### src/rtl/core/nvpd_pkg.sv
// Package for the name-value pair deframer: phase and kind codes, word types.
// Depends on nothing; used by every module of the block.
`default_nettype none

package nvpd_pkg;

    localparam int unsigned LEN_W = 31;

    typedef enum logic [2:0] {
        PH_NLEN      = 3'd0,
        PH_NLEN_MORE = 3'd1,
        PH_VLEN      = 3'd2,
        PH_VLEN_MORE = 3'd3,
        PH_NAME      = 3'd4,
        PH_VALUE     = 3'd5
    } phase_t;

    typedef enum logic [2:0] {
        KIND_LEN   = 3'd0,
        KIND_NAME  = 3'd1,
        KIND_VALUE = 3'd2,
        KIND_END   = 3'd3,
        KIND_ERR   = 3'd4
    } kind_t;

    typedef struct packed {
        logic [7:0] byte_in;
        logic       stream_end;
    } item_t;

    typedef struct packed {
        kind_t            kind;
        logic [7:0]       data_out;
        logic [LEN_W-1:0] offset;
        logic             pair_done;
        logic [LEN_W-1:0] name_len;
        logic [LEN_W-1:0] value_len;
    } result_t;

endpackage

`default_nettype wire

### src/rtl/core/nvpd_in_stage.sv
// Input register of the deframer: holds one accepted word until the core takes it.
// Depends on nvpd_pkg.
`default_nettype none

module nvpd_in_stage
(
    input  wire logic           clk,
    input  wire logic           rst_n,
    input  wire logic           in_valid,
    output logic                in_ready,
    input  wire nvpd_pkg::item_t in_item,
    input  wire logic           advance,
    output logic                item_valid,
    output nvpd_pkg::item_t     item
);

    logic            valid_reg;
    logic            valid_next;
    nvpd_pkg::item_t item_reg;

    assign in_ready   = !valid_reg || advance;
    assign item_valid = valid_reg;
    assign item       = item_reg;

    always_comb
    begin
        valid_next = valid_reg;
        if (in_valid && in_ready)
        begin
            valid_next = 1'b1;
        end
        else if (advance)
        begin
            valid_next = 1'b0;
        end
    end

    always_ff @(posedge clk or negedge rst_n)
    begin
        if (!rst_n)
        begin
            valid_reg <= 1'b0;
        end
        else
        begin
            valid_reg <= valid_next;
        end
    end

    always_ff @(posedge clk)
    begin
        if (in_valid && in_ready)
        begin
            item_reg <= in_item;
        end
    end

endmodule

`default_nettype wire

### src/rtl/core/nvpd_core.sv
// Parser state and next-state logic: decodes lengths and tags each word.
// Depends on nvpd_pkg.
`default_nettype none

module nvpd_core
(
    input  wire logic            clk,
    input  wire logic            rst_n,
    input  wire logic            advance,
    input  wire nvpd_pkg::item_t item,
    output nvpd_pkg::result_t    result
);

    localparam int unsigned W = nvpd_pkg::LEN_W;

    nvpd_pkg::phase_t phase_reg, phase_next;
    logic [1:0]       left_reg, left_next;
    logic [W-1:0]     accum_reg, accum_next;
    logic [W-1:0]     nlen_reg, nlen_next;
    logic [W-1:0]     vlen_reg, vlen_next;
    logic [W-1:0]     pos_reg, pos_next;

    always_ff @(posedge clk or negedge rst_n)
    begin
        if (!rst_n)
        begin
            phase_reg <= nvpd_pkg::PH_NLEN;
            left_reg  <= '0;
            accum_reg <= '0;
            nlen_reg  <= '0;
            vlen_reg  <= '0;
            pos_reg   <= '0;
        end
        else if (advance)
        begin
            phase_reg <= phase_next;
            left_reg  <= left_next;
            accum_reg <= accum_next;
            nlen_reg  <= nlen_next;
            vlen_reg  <= vlen_next;
            pos_reg   <= pos_next;
        end
    end

    always_comb
    begin
        logic         known;
        logic [W-1:0] acc;
        logic [W:0]   pos_inc;
        logic [7:0]   b;

        b          = item.byte_in;
        known      = 1'b0;
        acc        = {accum_reg[W-9:0], b};
        pos_inc    = {1'b0, pos_reg} + {{W{1'b0}}, 1'b1};
        phase_next = phase_reg;
        left_next  = left_reg;
        accum_next = accum_reg;
        nlen_next  = nlen_reg;
        vlen_next  = vlen_reg;
        pos_next   = pos_reg;
        result.kind      = nvpd_pkg::KIND_LEN;
        result.data_out  = '0;
        result.offset    = '0;
        result.pair_done = 1'b0;

        if (item.stream_end)
        begin
            result.kind = (phase_reg == nvpd_pkg::PH_NLEN) ? nvpd_pkg::KIND_END
                                                           : nvpd_pkg::KIND_ERR;
            phase_next = nvpd_pkg::PH_NLEN;
            left_next  = '0;
            accum_next = '0;
            nlen_next  = '0;
            vlen_next  = '0;
            pos_next   = '0;
        end
        else
        begin
            unique case (phase_reg)
                nvpd_pkg::PH_NLEN, nvpd_pkg::PH_VLEN:
                begin
                    result.data_out = b;
                    if (phase_reg == nvpd_pkg::PH_NLEN)
                    begin
                        nlen_next = '0;
                        vlen_next = '0;
                    end
                    if (b[7])
                    begin
                        accum_next = {{(W-7){1'b0}}, b[6:0]};
                        left_next  = 2'd3;
                        phase_next = (phase_reg == nvpd_pkg::PH_VLEN) ?
                                     nvpd_pkg::PH_VLEN_MORE : nvpd_pkg::PH_NLEN_MORE;
                    end
                    else if (phase_reg == nvpd_pkg::PH_VLEN)
                    begin
                        vlen_next = {{(W-8){1'b0}}, b};
                        known     = 1'b1;
                    end
                    else
                    begin
                        nlen_next  = {{(W-8){1'b0}}, b};
                        phase_next = nvpd_pkg::PH_VLEN;
                    end
                end
                nvpd_pkg::PH_NLEN_MORE, nvpd_pkg::PH_VLEN_MORE:
                begin
                    result.data_out = b;
                    if (left_reg <= 2'd1)
                    begin
                        left_next  = '0;
                        accum_next = '0;
                        if (phase_reg == nvpd_pkg::PH_VLEN_MORE)
                        begin
                            vlen_next = acc;
                            known     = 1'b1;
                        end
                        else
                        begin
                            nlen_next  = acc;
                            phase_next = nvpd_pkg::PH_VLEN;
                        end
                    end
                    else
                    begin
                        left_next  = left_reg - 2'd1;
                        accum_next = acc;
                    end
                end
                nvpd_pkg::PH_NAME:
                begin
                    result.kind     = nvpd_pkg::KIND_NAME;
                    result.data_out = b;
                    result.offset   = pos_reg;
                    if (pos_inc >= {1'b0, nlen_reg})
                    begin
                        pos_next = '0;
                        if (vlen_reg == '0)
                        begin
                            result.pair_done = 1'b1;
                            phase_next       = nvpd_pkg::PH_NLEN;
                        end
                        else
                        begin
                            phase_next = nvpd_pkg::PH_VALUE;
                        end
                    end
                    else
                    begin
                        pos_next = pos_inc[W-1:0];
                    end
                end
                nvpd_pkg::PH_VALUE:
                begin
                    result.kind     = nvpd_pkg::KIND_VALUE;
                    result.data_out = b;
                    result.offset   = pos_reg;
                    if (pos_inc >= {1'b0, vlen_reg})
                    begin
                        pos_next         = '0;
                        result.pair_done = 1'b1;
                        phase_next       = nvpd_pkg::PH_NLEN;
                    end
                    else
                    begin
                        pos_next = pos_inc[W-1:0];
                    end
                end
                default:
                begin
                    phase_next = nvpd_pkg::PH_NLEN;
                    left_next  = '0;
                    accum_next = '0;
                    nlen_next  = '0;
                    vlen_next  = '0;
                    pos_next   = '0;
                end
            endcase

            if (known)
            begin
                pos_next = '0;
                if (nlen_next != '0)
                begin
                    phase_next = nvpd_pkg::PH_NAME;
                end
                else if (vlen_next != '0)
                begin
                    phase_next = nvpd_pkg::PH_VALUE;
                end
                else
                begin
                    phase_next       = nvpd_pkg::PH_NLEN;
                    result.pair_done = 1'b1;
                end
            end
        end

        result.name_len  = nlen_next;
        result.value_len = vlen_next;
    end

endmodule

`default_nettype wire

### src/rtl/core/nvpd_out_stage.sv
// Result register of the deframer: holds a tagged word until the receiver takes it.
// Depends on nvpd_pkg.
`default_nettype none

module nvpd_out_stage
(
    input  wire logic              clk,
    input  wire logic              rst_n,
    input  wire logic              load,
    input  wire nvpd_pkg::result_t load_result,
    output logic                   free,
    output logic                   out_valid,
    input  wire logic              out_ready,
    output nvpd_pkg::result_t      out_result
);

    logic              valid_reg;
    logic              valid_next;
    nvpd_pkg::result_t result_reg;

    assign free       = !valid_reg || out_ready;
    assign out_valid  = valid_reg;
    assign out_result = result_reg;

    always_comb
    begin
        valid_next = valid_reg;
        if (load)
        begin
            valid_next = 1'b1;
        end
        else if (out_ready)
        begin
            valid_next = 1'b0;
        end
    end

    always_ff @(posedge clk or negedge rst_n)
    begin
        if (!rst_n)
        begin
            valid_reg <= 1'b0;
        end
        else
        begin
            valid_reg <= valid_next;
        end
    end

    always_ff @(posedge clk)
    begin
        if (load)
        begin
            result_reg <= load_result;
        end
    end

endmodule

`default_nettype wire

### src/rtl/core/name_value_pair_deframer.sv
// Name-value pair deframer, top level.
//
// Input stream s_*: one word per stream byte, or an end-of-stream word with
// s_tuser set. Output stream m_*: one tagged word per input word: kind in
// m_tuser (length, name byte, value byte, clean end, truncation error),
// the byte with its offset and the current name and value lengths in
// m_tdata, and m_tlast on the last word of each pair.
// Path: an accepted word waits in the input register, the parser step tags
// it, and the result register holds the tagged word for the receiver.
// Throughput: one word per cycle while m_tready stays high, set by the single
// parser step between the two registers.
// Reset: the parser returns to expecting a name length, all lengths clear,
// both registers empty. An end-of-stream word does the same to the parser.
// Receiver stall: the result register holds its word; the input register
// takes one more word if it is empty, then s_tready drops until the
// receiver takes the held result.
// Depends on nvpd_pkg, nvpd_in_stage, nvpd_core, nvpd_out_stage.
`default_nettype none

module name_value_pair_deframer
(
    input  wire logic         clk,
    input  wire logic         rst_n,
    input  wire logic         s_tvalid,
    output logic              s_tready,
    input  wire logic [7:0]   s_tdata,  // [7:0] byte_in
    input  wire logic         s_tuser,  // [0] stream_end
    output logic              m_tvalid,
    input  wire logic         m_tready,
    output logic [103:0]      m_tdata,  // [7:0] data_out, [38:8] offset,
                                        // [69:39] name_len, [100:70] value_len
    output logic [2:0]        m_tuser,  // [2:0] kind
    output logic              m_tlast   // pair_done
);

    nvpd_pkg::item_t   in_item;
    nvpd_pkg::item_t   item;
    nvpd_pkg::result_t step_result;
    nvpd_pkg::result_t out_result;
    logic              item_valid;
    logic              out_free;
    logic              advance;

    assign in_item.byte_in    = s_tdata;
    assign in_item.stream_end = s_tuser;
    assign advance            = item_valid && out_free;

    nvpd_in_stage u_in_stage
    (
        .clk        (clk),
        .rst_n      (rst_n),
        .in_valid   (s_tvalid),
        .in_ready   (s_tready),
        .in_item    (in_item),
        .advance    (advance),
        .item_valid (item_valid),
        .item       (item)
    );

    nvpd_core u_core
    (
        .clk     (clk),
        .rst_n   (rst_n),
        .advance (advance),
        .item    (item),
        .result  (step_result)
    );

    nvpd_out_stage u_out_stage
    (
        .clk         (clk),
        .rst_n       (rst_n),
        .load        (advance),
        .load_result (step_result),
        .free        (out_free),
        .out_valid   (m_tvalid),
        .out_ready   (m_tready),
        .out_result  (out_result)
    );

    assign m_tdata = {3'b000, out_result.value_len, out_result.name_len,
                      out_result.offset, out_result.data_out};
    assign m_tuser = out_result.kind;
    assign m_tlast = out_result.pair_done;

endmodule

`default_nettype wire

### config.mk
export PLATFORM = sky130hd
export DESIGN_NAME = name_value_pair_deframer
export DESIGN_NICKNAME = d
export VERILOG_FILES = /design/src/rtl/core/nvpd_pkg.sv /design/src/rtl/core/nvpd_in_stage.sv /design/src/rtl/core/nvpd_core.sv /design/src/rtl/core/nvpd_out_stage.sv /design/src/rtl/core/name_value_pair_deframer.sv
export SDC_FILE = /design/constraint.sdc
export NUM_CORES = 1
export LEC_CHECK = 0
export BUFFER_PORTS_ARGS = -buffer_cell sky130_fd_sc_hd__buf_2
export CAP_MARGIN = 20
export CORE_UTILIZATION = 30
export CTS_BUF_LIST = sky130_fd_sc_hd__clkbuf_4
export DETAILED_ROUTE_END_ITERATION = 8
export HOLD_SLACK_MARGIN = 0.05
export PLACE_DENSITY_LB_ADDON = 0.05
export SYNTH_ARGS = -nofsm -noshare
export SYNTH_HDL_FRONTEND = slang
export SYNTH_SLANG_ARGS = --single-unit
export TNS_END_PERCENT = 50
### constraint.sdc
create_clock -name clk -period 4.6 [get_ports clk]
set_input_delay 0.46 -clock clk [delete_from_list [all_inputs] [get_ports clk]]
set_output_delay 0.46 -clock clk [all_outputs]
set_load 0.01 [all_outputs]
Word-level counts from Yosys, hierarchy flattened
Index checks and enable logic that the tools add are counted.

Bits in registers: 237. Input bits: 13. Word-level logic and storage cells: 118. Output and inout port bits: 110.

Eq/ne operators: 13. Bitwise operators: 1. $add $sub $neg: 2. Multiplexer cells: 62. Reductions and logical operators: 21. Order comparisons: 3.

Operators with widths (count): 31-bit 2-to-1 mux (18); 31-bit one-hot mux with 3 select lines (3); 23-bit 2-to-1 mux (3); 23-bit one-hot mux with 3 select lines (1); 32-bit by 31-bit >= comparator with 1-bit output (2); 32-bit one-hot mux with 2 select lines (1); 31-bit nonzero test (2); 3-bit 2-to-1 mux (13); 31-bit by 1-bit adder with 32-bit output, second input constant (1); 31-bit logical NOT (1); 1-bit 2-to-1 mux (15); 4-bit by 2-bit != test with 1-bit output, second input constant (3); 3-bit one-hot mux with 4 select lines (1); 2-bit 2-to-1 mux (4); 2-bit OR reduction (4); 3-bit by 2-bit == test with 1-bit output, second input constant (2); 3-bit == test, second input constant (2); 2-bit one-hot mux with 3 select lines (1); 6-bit AND reduction (1); 6-bit OR reduction (1); 5-bit != test, second input constant (1); 4-bit != test, second input constant (1); 2-bit one-hot mux with 2 select lines (1); 2-bit nonzero test (2); other kinds (15) (18).

Logic depth before layout (Yosys ltp)
Gate-level depths: netlist (run 1).

Word-level depth: 11. Mapped depth: 18. Gate-level depth less buffers: 16.

Cells and area by module
From an unflattened synthesis (run 1), not the netlist that was laid out.

Cells, all modules: 1194. Area, all modules: 12111.6 um^2.

By module, submodules not included: nvpd_core (cells an instance 1068, times used 1, area each 8554.5 um^2, seq. area each 3027.9 um^2); nvpd_out_stage (cells an instance 108, times used 1, area each 3200.6 um^2, seq. area each 3178.0 um^2); nvpd_in_stage (cells an instance 13, times used 1, area each 324.1 um^2, seq. area each 295.3 um^2); name_value_pair_deframer (cells an instance 5, times used 1, area each 32.5 um^2, seq. area each 0.0 um^2).

Least setup slack after synthesis (run 1)
Ideal clock, no wire load.

Path type: in2reg. Start: input m_tready. End: register u_out_stage.result_reg, in the netlist u_out_stage.out_result[0], enable pin. Slack: -0.116 ns. Stages: 6. Data required time: 4.092 ns. Path buffers: 3. Library setup time: 0.508 ns. Arrival: 4.207 ns. Cells stage by stage: nand2b_1 nand2_1 clkbuf_1 inv_1 clkbuf_1 clkbuf_1.

Longest elaborated chain between the ends: 2.

RTL lines: start, declared (line name_value_pair_deframer.sv:29) `input wire logic m_tready,`; 1-bit logical OR (line nvpd_out_stage.sv:21) `assign free = !valid_reg || out_ready;`; 1-bit logical AND (line name_value_pair_deframer.sv:46) `assign advance = item_valid && out_free;`; via advance (line name_value_pair_deframer.sv:42) `logic advance;`; end signal, assigned (line nvpd_out_stage.sv:54) `result_reg <= load_result;`; end, declared (line nvpd_out_stage.sv:19) `nvpd_pkg::result_t result_reg;`.

The timed path passes the listed nets, and every way through them passes these cells. A chain may end at the register's enable or synchronous reset.

Final worst setup path (run 1)
Start: register u_core.pos_reg[2]. End: register u_core.pos_reg[2].

Longest elaborated chain between the ends: 6. Elaborated cells on any way between the ends: 8. Classes of those cells: 1 x add/sub; 2 x order compare; 5 x mux.

RTL lines: start, declared (line nvpd_core.sv:21) `logic [W-1:0] pos_reg, pos_next;`; start signal, assigned (line nvpd_core.sv:41) `pos_reg <= pos_next;`; 31-bit by 1-bit adder with 32-bit output * (line nvpd_core.sv:55) `pos_inc = {1'b0, pos_reg} + {{W{1'b0}}, 1'b1};`; 32-bit by 31-bit >= comparator with 1-bit output (on tied branches) (line nvpd_core.sv:159, nvpd_core.sv:136); 31-bit 2-to-1 mux (on tied branches) (line nvpd_core.sv:159, nvpd_core.sv:136); 31-bit one-hot mux with 3 select lines * (line nvpd_core.sv:80) `unique case (phase_reg)`; 31-bit 2-to-1 mux * (line nvpd_core.sv:181) `if (known)`; 31-bit 2-to-1 mux * (line nvpd_core.sv:67) `if (item.stream_end)`.

Every way passes the cells marked *; elsewhere a longest branch is shown, timed or not.

==> results.py, run 1 <==
metrics = {
    "pwr": {
        "p_seq_share_pct": 41.9,
        "clockPowerShare_pct": 34.0,
        "power_frac_comb_pct": 24.2,
        "internal_power_mw": 4.03,
        "p_sw_share_pct": 35.8,
        "leakage_nw": 6.24,
        "power.density_nw_per_um2": 437,
        "p_switching_mw": 2.24,
        "ir_drop_uv": 267,
        "total_power_mw": 6.27,
    },
    "yosys": {
        "syn_avg_cell_area_um2": 10.3,
        "yosys_warnings": 0,
        "ys_types": 71,
        "synthesis.area_um2": 12000,
        "synth_flop_cell": "dfrtp_1",
        "ys_ff_latch": 237,
        "yosysSeqAreaShare_pct": 54.2,
        "yosys.area.top_type": "edfxtp_1",
        "async_reset_ff_share_pct": 51.9,
        "synth_edf_count": 114,
        "synth.area.top_cells": "edfxtp_1 (29%), dfrtp_1 (26%), ha_1 (6.6%), nand2_1 (5.2%), o21ai_0 (4.6%)",
        "syn_inst": 1168,
        "synth.top_cell.area_share_pct": 28.5,
    },
    "drt": {
        "vias": 9511,
        "wl_per_cell_um": 20.4,
        "drcViolationCount": 0,
        "wl_um": 39000,
        "avgViaCountPerCell": 4.97,
        "ant_nets": 0,
        "firstDrtPassIters": 5,
        "first_iter_violations": 640,
    },
    "placement": {
        "hpwl_um": 27700,
        "port-buffer-count": 119,
        "placed_area_um2": 13200,
        "place.gp.congestion": 0.783,
        "place_ws_ns": 0.118,
        "dp.cells": 1769,
    },
    "floorplan": {
        "ios": 123,
        "start_util_pct": 30.8,
        "die_area_um2": 40800,
        "coreArea_um2": 39000,
        "die_h_um": 202,
        "num_rows": 72,
        "die_x_um": 202,
    },
    "critical_path": {
        "worstPathRequired_ns": 5.21,
        "path_cells": "nand3_2 -> or3_4 -> nor3_4 -> nand4_2 -> and2_1 -> or2_2 -> ha_1 -> nand4_1 -> nor4_1 -> nand4_1 -> a31oi_1 -> or3_1 -> a211o_1 -> buf_4 -> o21ai_0 -> a21o_1",
        "crit_path_max_incr_delay_ns": 0.50,
        "arrival_ns": 5.02,
        "critPathSlowestCell": "nor4_1",
        "reg2reg_from": "u_core.pos_reg[2]",
        "start_kind": "flip-flop",
        "worstSetupEndpointType": "flip-flop",
        "crit_fanout": 11,
        "crit_start": "u_core.pos_reg[2]",
        "crit_type": "flip-flop to flip-flop",
        "crit_path_frequent_cell": "nand4_1",
    },
    "clocking": {
        "post-cts-setup-buffers": 0,
        "clock_latency_ns": 0.75,
        "numCtsBuffers": 71,
        "tritoncts": "built",
        "cts-root-buf": "clkbuf_4",
        "htreeDepth": 3,
        "cts.path.max_buffers": 3,
        "cts.sinks": 237,
        "clk_pin_slew_worst_paths_ns": 0.07,
    },
    "timing": {
        "rsz0062_at_grt": "false",
        "finalHoldViolCount": 0,
        "report.final.slew_viol_count": 0,
        "fmax_mhz": 227,
        "fin_crit_ns": 4.41,
        "fin_crit_sh_pct": 95.9,
        "whs_ns": 0.162,
        "setup_viol": 0,
        "maxSlewHeadroom_pct": 34.9,
        "final.setup.worst_slack_ns": 0.190,
        "finalSetupTns_ns": 0,
        "fin_skew_ns": 0.0482,
        "worst_slew_pin_slew_ns": 0.976,
    },
    "cells_and_area": {
        "drive_gt1_share_pct": 21.1,
        "layout.area.seq_um2": 6500,
        "fillers": 3998,
        "largest_reg_flops": 105,
        "instances_no_fill": 1915,
        "area_growth_pct": 19.7,
        "fin_area_um2": 14400,
        "num-nets-final": 1414,
        "fin_util_pct": 36.8,
        "multi_input_area_um2": 4980,
    },
    "grt": {
        "overflow": 0,
        "grt_use_total_pct": 19.2,
        "grt_pass1_wl_um": 58500,
        "grt_pass1_vias": 9325,
        "grt_max_degree": 98,
        "antenna_found_initial": 1,
    },
    "outcome": {
        "status": "completed",
    },
    "flow_run": {
        "max_cap_viol_count": 0,
    },
    "worst_hold_path": {
        "hp-class": "input pin to asynchronous set/reset pin",
    },
}
## cells in the final DEF, fill, tap and decap left out, drive strengths merged, types with 14 or more instances in the layout
master and n:
and2 49, o21ai 112, clkinv 25, a22oi 61, nor4 26, inv 70, clkbuf 102, edfxtp 114
dfrtp 123, a21o 17, nand3 22, nand4 15, a21oi 31, buf 153, nand2 165, a32o 18
and3 14, ha 63, xnor2 14, nor2 81
## final cells by class
class | count | area share [%]
multi-input combinational | 793 | 34.7
tap | 518 | 4.51
timing repair buffer | 166 | 7.07
clock buffer | 102 | 5.33
sequential | 237 | 45.3
inverter | 69 | 1.86
antenna | 1 | 0.0174
clock inverter | 29 | 1.23
## synthesized netlist by cell type (4+ instances only)
| library cell | number |
|---|---|
| a32o_1 | 18 |
| a22o_1 | 5 |
| xnor2_1 | 14 |
| o21ai_0 | 110 |
| buf_1 | 9 |
| dfrtp_1 | 123 |
| nand2b_1 | 5 |
| clkbuf_1 | 49 |
| buf_2 | 6 |
| a22oi_1 | 61 |
| nor3_1 | 11 |
| nor2_1 | 80 |
| nand3_1 | 21 |
| a21o_1 | 17 |
| inv_1 | 68 |
| a21oi_1 | 31 |
| and4_1 | 4 |
| o21bai_1 | 4 |
| nand2_1 | 165 |
| or2_2 | 5 |
| and3_1 | 13 |
| and2_1 | 47 |
| ha_1 | 63 |
| nor4_1 | 26 |
| a31oi_1 | 4 |
| buf_4 | 5 |
| nand4_1 | 13 |
| xor2_1 | 10 |
| edfxtp_1 | 114 |
## repair_timing
| item | 4_1_cts | 5_1_grt |
|---|---|---|
| hold endpoints to repair | 79 | 0 |
| hold buffers | 13 | 0 |
| endpoints found under the setup margin | 0 | 35 |
| gates resized for setup | 0 | 8 |
## routing by layer
| metal | part of all wire [%] | vias to the layer above | global-route usage, % |
|---|---|---|---|
| li1 | - | 4626 | - |
| met1 | 46 | 4604 | 25.2 |
| met2 | 47 | 222 | 30.8 |
| met3 | 4.5 | 59 | 4.03 |
| met4 | 2.7 | 0 | 7.93 |
| met5 | 0 | - | 0 |
## kinds of logic after synthesis
logic type	after synthesis	synth area share [%]
simple gates	416	17.0
other cells	1	0.0313
xor+xnor	24	1.75
compound gates	286	15.7
fa+ha+maj	63	6.57
flops	237	54.2
mux	1	0.0939
buf+inv	140	4.72
## worst paths after layout
kind,end,slack (ns),cells after the start
worst max-delay path,u_core.pos_reg[2],0.19,16
worst min-delay path,u_core.nlen_reg[19],0.16,2
worst max register to register,u_core.pos_reg[2],0.19,16
worst min register to register,u_out_stage.out_valid,0.50,1
max in group asynchronous,u_core.pos_reg[23],3.36,4
min in group clk,u_in_stage.item[0],0.43,2
## worst max-delay path: cells and delay by family, from the launching register on
| kind | cells | cell delay (ns) |
|---|---|---|
| adder cells (fa/ha/maj) | 1 | 0.34 |
| AO/OA/AOI/OAI | 4 | 0.65 |
| buffers and inverters | 1 | 0.19 |
| AND/OR/NAND/NOR | 10 | 2.66 |
| flip-flops | 1 | 0.47 |
## power by group through the flow
stage,Combinational (mW),Sequential (mW),Clock (mW)
after detailed placement,1.49,2.67,0
final,1.52,2.63,2.13
after global routing,1.65,2.65,2.32
after floorplan,0.916,2.61,0
after CTS,1.51,2.63,2.23
after global placement,1.50,2.67,0
No activity file was read; power rests on OpenSTA's default activity.
==> run 2, diff against run 1 <==
--- a/config.mk
+++ b/config.mk
@@ -7,7 +7,7 @@
 export LEC_CHECK = 0
 export BUFFER_PORTS_ARGS = -buffer_cell sky130_fd_sc_hd__buf_2
 export CAP_MARGIN = 20
-export CORE_UTILIZATION = 30
+export CORE_UTILIZATION = 35
 export CTS_BUF_LIST = sky130_fd_sc_hd__clkbuf_4
 export DETAILED_ROUTE_END_ITERATION = 8
 export HOLD_SLACK_MARGIN = 0.05
==> run 2 against run 1 <==
  * Sequential share of layout area grew 0.52 points
  * Clock power shrank 6%
  * Non-clock buffer count shrank 5
  * Register-to-register slack gained 0.09 ns
  * Worst setup slack improved by 0.091 ns
  * Worst hold slack gained 0.17 ns
  * Critical endpoint is now u_core.pos_reg[24]
  * Sequential power barely moved
  * Largest cell class unchanged
  * Utilization grew 5.4 points
  * First-iteration DRC count grew 0.63%
  * Wire length decreased by 5.5%
  * Flip-flop and latch count is the same
==> results.py, run 2 (synthesized netlist as in run 1, its figures left out) <==
metrics = {
    "timing": {
        "setup_viol": 0,
        "maxSlewHeadroom_pct": 43.6,
        "final.setup.worst_slack_ns": 0.280,
        "rsz0062_at_grt": "false",
        "fin_crit_ns": 4.32,
        "whs_ns": 0.334,
        "report.final.slew_viol_count": 0,
        "fmax_mhz": 232,
        "finalSetupTns_ns": 0,
        "fin_crit_sh_pct": 93.9,
        "fin_skew_ns": 0.0386,
        "finalHoldViolCount": 0,
        "worst_slew_pin_slew_ns": 0.845,
    },
    "placement": {
        "place_ws_ns": 0.0415,
        "port-buffer-count": 119,
        "dp.cells": 1694,
        "place.gp.congestion": 0.826,
        "placed_area_um2": 13100,
        "hpwl_um": 25500,
    },
    "critical_path": {
        "crit_start": "u_core.pos_reg[3]",
        "crit_type": "flip-flop to flip-flop",
        "worstPathRequired_ns": 5.18,
        "ff2ff_path_depth": 16,
        "start_kind": "flip-flop",
        "crit_fanout": 20,
        "r2r_end": "u_core.pos_reg[24]",
        "endpoint": "u_core.pos_reg[24]",
        "worstSetupEndpointType": "flip-flop",
        "arrival_ns": 4.90,
        "r2r_slack_ns": 0.28,
        "reg2reg_from": "u_core.pos_reg[3]",
    },
    "floorplan": {
        "ios": 123,
        "die_h_um": 187,
        "die_x_um": 187,
        "die_area_um2": 35000,
        "num_rows": 67,
        "start_util_pct": 35.7,
        "coreArea_um2": 33600,
    },
    "cells_and_area": {
        "area_growth_pct": 18.4,
        "mostFrequentLayoutCells": "nand2_1 (165), dfrtp_1 (121), buf_2 (118)",
        "final_common_cell": "nand2_1",
        "largest_reg_flops": 105,
        "instances_no_fill": 1837,
        "drive_gt1_share_pct": 20.9,
        "fin_area_um2": 14200,
        "num-nets-final": 1408,
        "fillers": 3385,
        "fin_util_pct": 42.2,
    },
    "pwr": {
        "ir_drop_uv": 222,
        "leakage_nw": 6.21,
        "total_power_mw": 6.14,
        "power.density_nw_per_um2": 432,
    },
    "clocking": {
        "clock_latency_ns": 0.74,
        "clk_pin_slew_worst_paths_ns": 0.06,
        "tritoncts": "built",
        "cts.path.max_buffers": 3,
        "cts-root-buf": "clkbuf_4",
        "htreeDepth": 3,
        "cts.sinks": 237,
        "numCtsBuffers": 70,
        "post-cts-setup-buffers": 0,
    },
    "drt": {
        "wl_um": 36900,
        "vias": 9468,
        "first_iter_violations": 644,
        "avgViaCountPerCell": 5.15,
        "ant_nets": 0,
        "firstDrtPassIters": 6,
        "wl_per_cell_um": 20.1,
        "drcViolationCount": 0,
    },
    "grt": {
        "antenna_found_initial": 2,
        "grt_use_total_pct": 21.3,
        "grt_pass1_wl_um": 56400,
        "grt_pass1_vias": 9438,
        "overflow": 0,
        "grt_max_degree": 114,
    },
    "flow_run": {
        "max_cap_viol_count": 0,
    },
    "worst_hold_path": {
        "hp-class": "input pin to asynchronous set/reset pin",
    },
    "outcome": {
        "status": "completed",
    },
}
## run 2: cell count changes in the layout (fill, tap and decap cells not counted), moves of 2 or more
cell      previous run  this run
diode_2              1         3
buf_12               1         3
clkbuf_4           102       100
buf_4               33        26
inv_2                2         5
clkinv_1            19        16
## run 2: layout make-up
class,instances,area [um^2],area share (%)
flip-flops and latches,237,6500,45.8
multi-input cells,793,4990,35.2
repair buffers,161,987,6.95
clock buffers,100,751,5.29
well taps,448,561,3.95
inverters,69,267,1.88
clock inverters,26,130,0.916
diodes,3,7.51,0.0529
## run 2: worst min-delay path by stage
| stage | startpoint | to | slack, ns | depth (start not counted) |
|---|---|---|---|---|
| finish | rst_n | u_core.pos_reg[20] | 0.33 | 2 |
| global route | rst_n | u_core.pos_reg[13] | 0.36 | 2 |
| CTS | rst_n | u_core.pos_reg[14] | 0.31 | 2 |
| detailed placement | u_in_stage.item_valid | u_out_stage.out_valid | 0.49 | 1 |
| global placement | u_in_stage.item_valid | u_out_stage.out_valid | 0.48 | 1 |
| floorplan | rst_n | u_core.accum_reg[0] | 0.16 | 0 |
## run 2: where the power goes
part	leakage [nW]	total (mW)	switching (mW)	internal, mW
registers	2.83	2.62	0.198	2.42
logic	2.84	1.50	1.04	0.458
clock network	0.536	2.01	0.953	1.06
total	6.21	6.14	2.19	3.94
## run 2: worst max-delay path: stages, from the launching register on
cell and delay, ns:
dfrtp_1 0.44, nand2_1 0.15, or3_4 0.46, nor3_4 0.28, nand4_2 0.21, and2_1 0.23
or2_2 0.32, ha_1 0.30, nand4_1 0.18, nor4_4 0.35, nor3b_2 0.24, o311ai_1 0.17
nand4_1 0.18, a211o_1 0.19, buf_12 0.16, nor3_1 0.05, a211o_1 0.26
## run 2: layer usage
| metal | vias up | part of all wire, % | GRT usage, % | wire, um |
|---|---|---|---|---|
| met5 | - | 0 | 0 | 0 |
| met4 | 0 | 4.4 | 10.7 | 1630 |
| met3 | 81 | 4.7 | 4.47 | 1720 |
| met2 | 291 | 46 | 33.2 | 17000 |
| met1 | 4500 | 45 | 28.1 | 16500 |
| li1 | 4596 | - | - | - |
## run 2: timing repair
| item | 4_1_cts | 5_1_grt |
|---|---|---|
| gates resized for setup | 0 | 10 |
| endpoints found under the hold margin | 58 | 0 |
| hold buffers | 13 | 0 |
| setup endpoints to repair | 0 | 34 |
==> run 3, diff against run 2 <==
--- a/config.mk
+++ b/config.mk
@@ -14,5 +14,6 @@
 export PLACE_DENSITY_LB_ADDON = 0.05
 export SYNTH_ARGS = -nofsm -noshare
 export SYNTH_HDL_FRONTEND = slang
+export SYNTH_HIERARCHICAL = 1
 export SYNTH_SLANG_ARGS = --single-unit
 export TNS_END_PERCENT = 50
==> constraint.sdc (replaced) <==
create_clock -name clk -period 5.55 [get_ports clk]
set_input_delay 0.555 -clock clk [delete_from_list [all_inputs] [get_ports clk]]
set_output_delay 0.555 -clock clk [all_outputs]
set_load 0.01 [all_outputs]
==> run 3 against run 2 <==
  * Via count rose by 0.98%
  * Clock skew increased by 0.023 ns
  * Register-to-register slack gained 0.39 ns
  * Design area grew 0.12%
  * Synthesized cell count up 2.2%
  * Critical path depth is the same
  * Final cell count up 0.82%
  * Sequential share of layout area shrank 0.074 points
  * Area after synthesis is 0.95% higher
  * Critical path type unchanged
==> results.py, run 3 <==
metrics = {
    "grt": {
        "antenna_found_initial": 1,
        "grt_max_degree": 153,
        "grt_pass1_wl_um": 55700,
        "grt_pass1_vias": 9379,
        "grt_use_total_pct": 20.8,
        "overflow": 0,
    },
    "pwr": {
        "p_switching_mw": 2.01,
        "leakage_nw": 6.10,
        "power_frac_comb_pct": 27.0,
        "p_sw_share_pct": 36.5,
        "p_seq_share_pct": 41.2,
        "power.density_nw_per_um2": 387,
        "ir_drop_uv": 135,
        "internal_power_mw": 3.50,
        "total_power_mw": 5.50,
        "clockPowerShare_pct": 31.9,
    },
    "yosys": {
        "synthesis.area_um2": 12100,
        "ys_types": 73,
        "ys_ff_latch": 237,
        "yosys_warnings": 6,
        "yosys.area.top_type": "edfxtp_1",
        "synthTopCellsByCount": "nand2_1 (160), dfrtp_1 (123), edfxtp_1 (114)",
        "syn_avg_cell_area_um2": 10.1,
        "synth_edf_count": 114,
        "yosysMostFrequentCell": "nand2_1",
        "yosysSeqAreaShare_pct": 53.7,
        "async_reset_ff_share_pct": 51.9,
        "synth.top_cell.area_share_pct": 28.3,
        "synth.area.top_cells": "edfxtp_1 (28%), dfrtp_1 (25%), ha_1 (6.5%), nand2_1 (5.0%), o21ai_0 (4.7%)",
        "syn_inst": 1194,
        "synth_flop_cell": "dfrtp_1",
    },
    "clocking": {
        "clock_latency_ns": 0.70,
        "cts-root-buf": "clkbuf_4",
        "tritoncts": "built",
        "post-cts-setup-buffers": 0,
        "cts_resized": 0,
        "clk_pin_slew_worst_paths_ns": 0.06,
        "numCtsBuffers": 69,
        "htreeDepth": 3,
        "cts.sinks": 237,
        "cts.path.max_buffers": 3,
    },
    "floorplan": {
        "ios": 123,
        "die_h_um": 188,
        "num_rows": 67,
        "die_area_um2": 35400,
        "start_util_pct": 35.9,
        "coreArea_um2": 33800,
        "die_x_um": 188,
    },
    "critical_path": {
        "arrival_ns": 5.46,
        "crit_fanout": 14,
        "worstSetupEndpointType": "flip-flop",
        "start_kind": "flip-flop",
        "crit_type": "flip-flop to flip-flop",
        "worstPathRequired_ns": 6.13,
    },
    "timing": {
        "fmax_mhz": 205,
        "fin_skew_ns": 0.0619,
        "fin_crit_ns": 4.88,
        "final.setup.worst_slack_ns": 0.667,
        "fin_crit_sh_pct": 88.0,
        "report.final.slew_viol_count": 0,
        "finalHoldViolCount": 0,
        "setup_viol": 0,
        "worst_slew_pin_slew_ns": 1.04,
        "maxSlewHeadroom_pct": 30.1,
        "rsz0062_at_grt": "false",
        "finalSetupTns_ns": 0,
    },
    "cells_and_area": {
        "fin_area_um2": 14200,
        "instances_no_fill": 1852,
        "fillers": 3385,
        "final_common_cell": "nand2_1",
        "num-nets-final": 1423,
        "largest_reg_flops": 105,
        "drive_gt1_share_pct": 20.4,
        "area_growth_pct": 17.4,
        "mostFrequentLayoutCells": "nand2_1 (160), dfrtp_1 (123), buf_2 (118)",
    },
    "drt": {
        "wl_um": 36800,
        "vias": 9561,
        "firstDrtPassIters": 5,
        "first_iter_violations": 700,
        "avgViaCountPerCell": 5.16,
        "drcViolationCount": 0,
        "wl_per_cell_um": 19.9,
        "ant_nets": 0,
    },
    "placement": {
        "placed_area_um2": 13200,
        "port-buffer-count": 119,
        "place_ws_ns": 0.705,
        "place.gp.congestion": 0.859,
        "dp.cells": 1712,
        "hpwl_um": 25500,
    },
    "worst_hold_path": {
        "hp-class": "input pin to flip-flop",
    },
    "flow_run": {
        "max_cap_viol_count": 0,
    },
    "outcome": {
        "status": "completed",
    },
}
-- run 3: cell types whose count changed in the layout (fill, tap and decap cells not counted), moves of 7 or more --
cell,change
clkbuf_4,+7
xnor2_1,+7
a21o_1,-10
a32o_1,-17
nor2_1,+26
nor2b_1,+9
buf_4,-10
and2_1,-7
-- run 3: per-stage QoR --
step / hold slack, ns / util (%)
after detailed placement: 0.503 / 38.9
after global routing: 0.130 / 42.1
after floorplan: 0.259 / -
after global placement: 0.501 / 38.9
final: 0.179 / 42.1
after CTS: 0.0927 / 42.0
-- run 3: cells by family after synthesis --
family                     share of synthesized area (%)
other                                             0.0310
muxes                                              0.444
xor gates and xnor gates                            1.95
DFF                                                 53.7
AOI/OAI and AO/OA                                   14.6
adders and majority gates                           6.51
buffers and inverters                               4.61
and+or+nand+nor                                     18.2
-- run 3: final timing paths --
path,from,end,slack [ns],cells after the start
max in group asynchronous,rst_n,u_core/vlen_reg[18],3.98,3
worst max register to register,u_core/pos_reg[3],u_core/pos_reg[20],0.67,16
worst min-delay path,m_tready,u_out_stage/out_valid,0.18,3
worst max-delay path,u_core/pos_reg[3],u_core/pos_reg[20],0.67,16
min in group asynchronous,rst_n,u_core/vlen_reg[6],0.50,2
worst min register to register,u_core/left_reg[0],u_core/left_reg[0],0.53,2
-- run 3: cell type report --
type / instances / area, um^2 / area share [%]
flip-flops and latches: 237 / 6500 / 45.7
clock inverters: 20 / 130 / 0.915
clock buffers: 107 / 803 / 5.65
diodes: 1 / 2.50 / 0.0176
repair buffers: 147 / 856 / 6.02
multi-input cells: 822 / 5100 / 35.9
inverters: 70 / 263 / 1.85
well taps: 448 / 561 / 3.94
-- run 3: worst max-delay path, stage by stage, from the launching register on --
cell	delay (ns)
dfrtp_1	0.52
nand4_2	0.18
nor2_1	0.29
nand2_1	0.22
nor3_1	0.41
nand4_1	0.35
nor3_2	0.27
xnor2_1	0.21
ha_1	0.30
nand3_1	0.10
nor2_1	0.08
a2111oi_0	0.43
nand3_1	0.21
nor3_2	0.24
buf_4	0.19
or2_1	0.50
a22o_1	0.25
-- run 3: timing repair --
action / 4_1_cts / 5_1_grt
hold buffers: 11 / 0
hold endpoints to repair: 68 / 0
endpoints found under the setup margin: 0 / 0
-- run 3: metal layers --
metal	track usage [%]	share of wire, %	wire length, um	up-vias
met3	4.49	6.0	2200	30
met1	30.2	48	17600	4612
met2	31.1	45	16600	294
met5	0	0	0	-
li1	-	-	-	4625
met4	5.75	1.2	434	0
-- run 3: power groups by stage --
stage | Combinational [mW] | Sequential [mW] | Clock (mW)
final | 1.48 | 2.26 | 1.75
after global routing | 1.62 | 2.29 | 1.91
after CTS | 1.48 | 2.26 | 1.83
after detailed placement | 1.47 | 2.30 | 0
after global placement | 1.47 | 2.30 | 0
after floorplan | 0.892 | 2.26 | 0
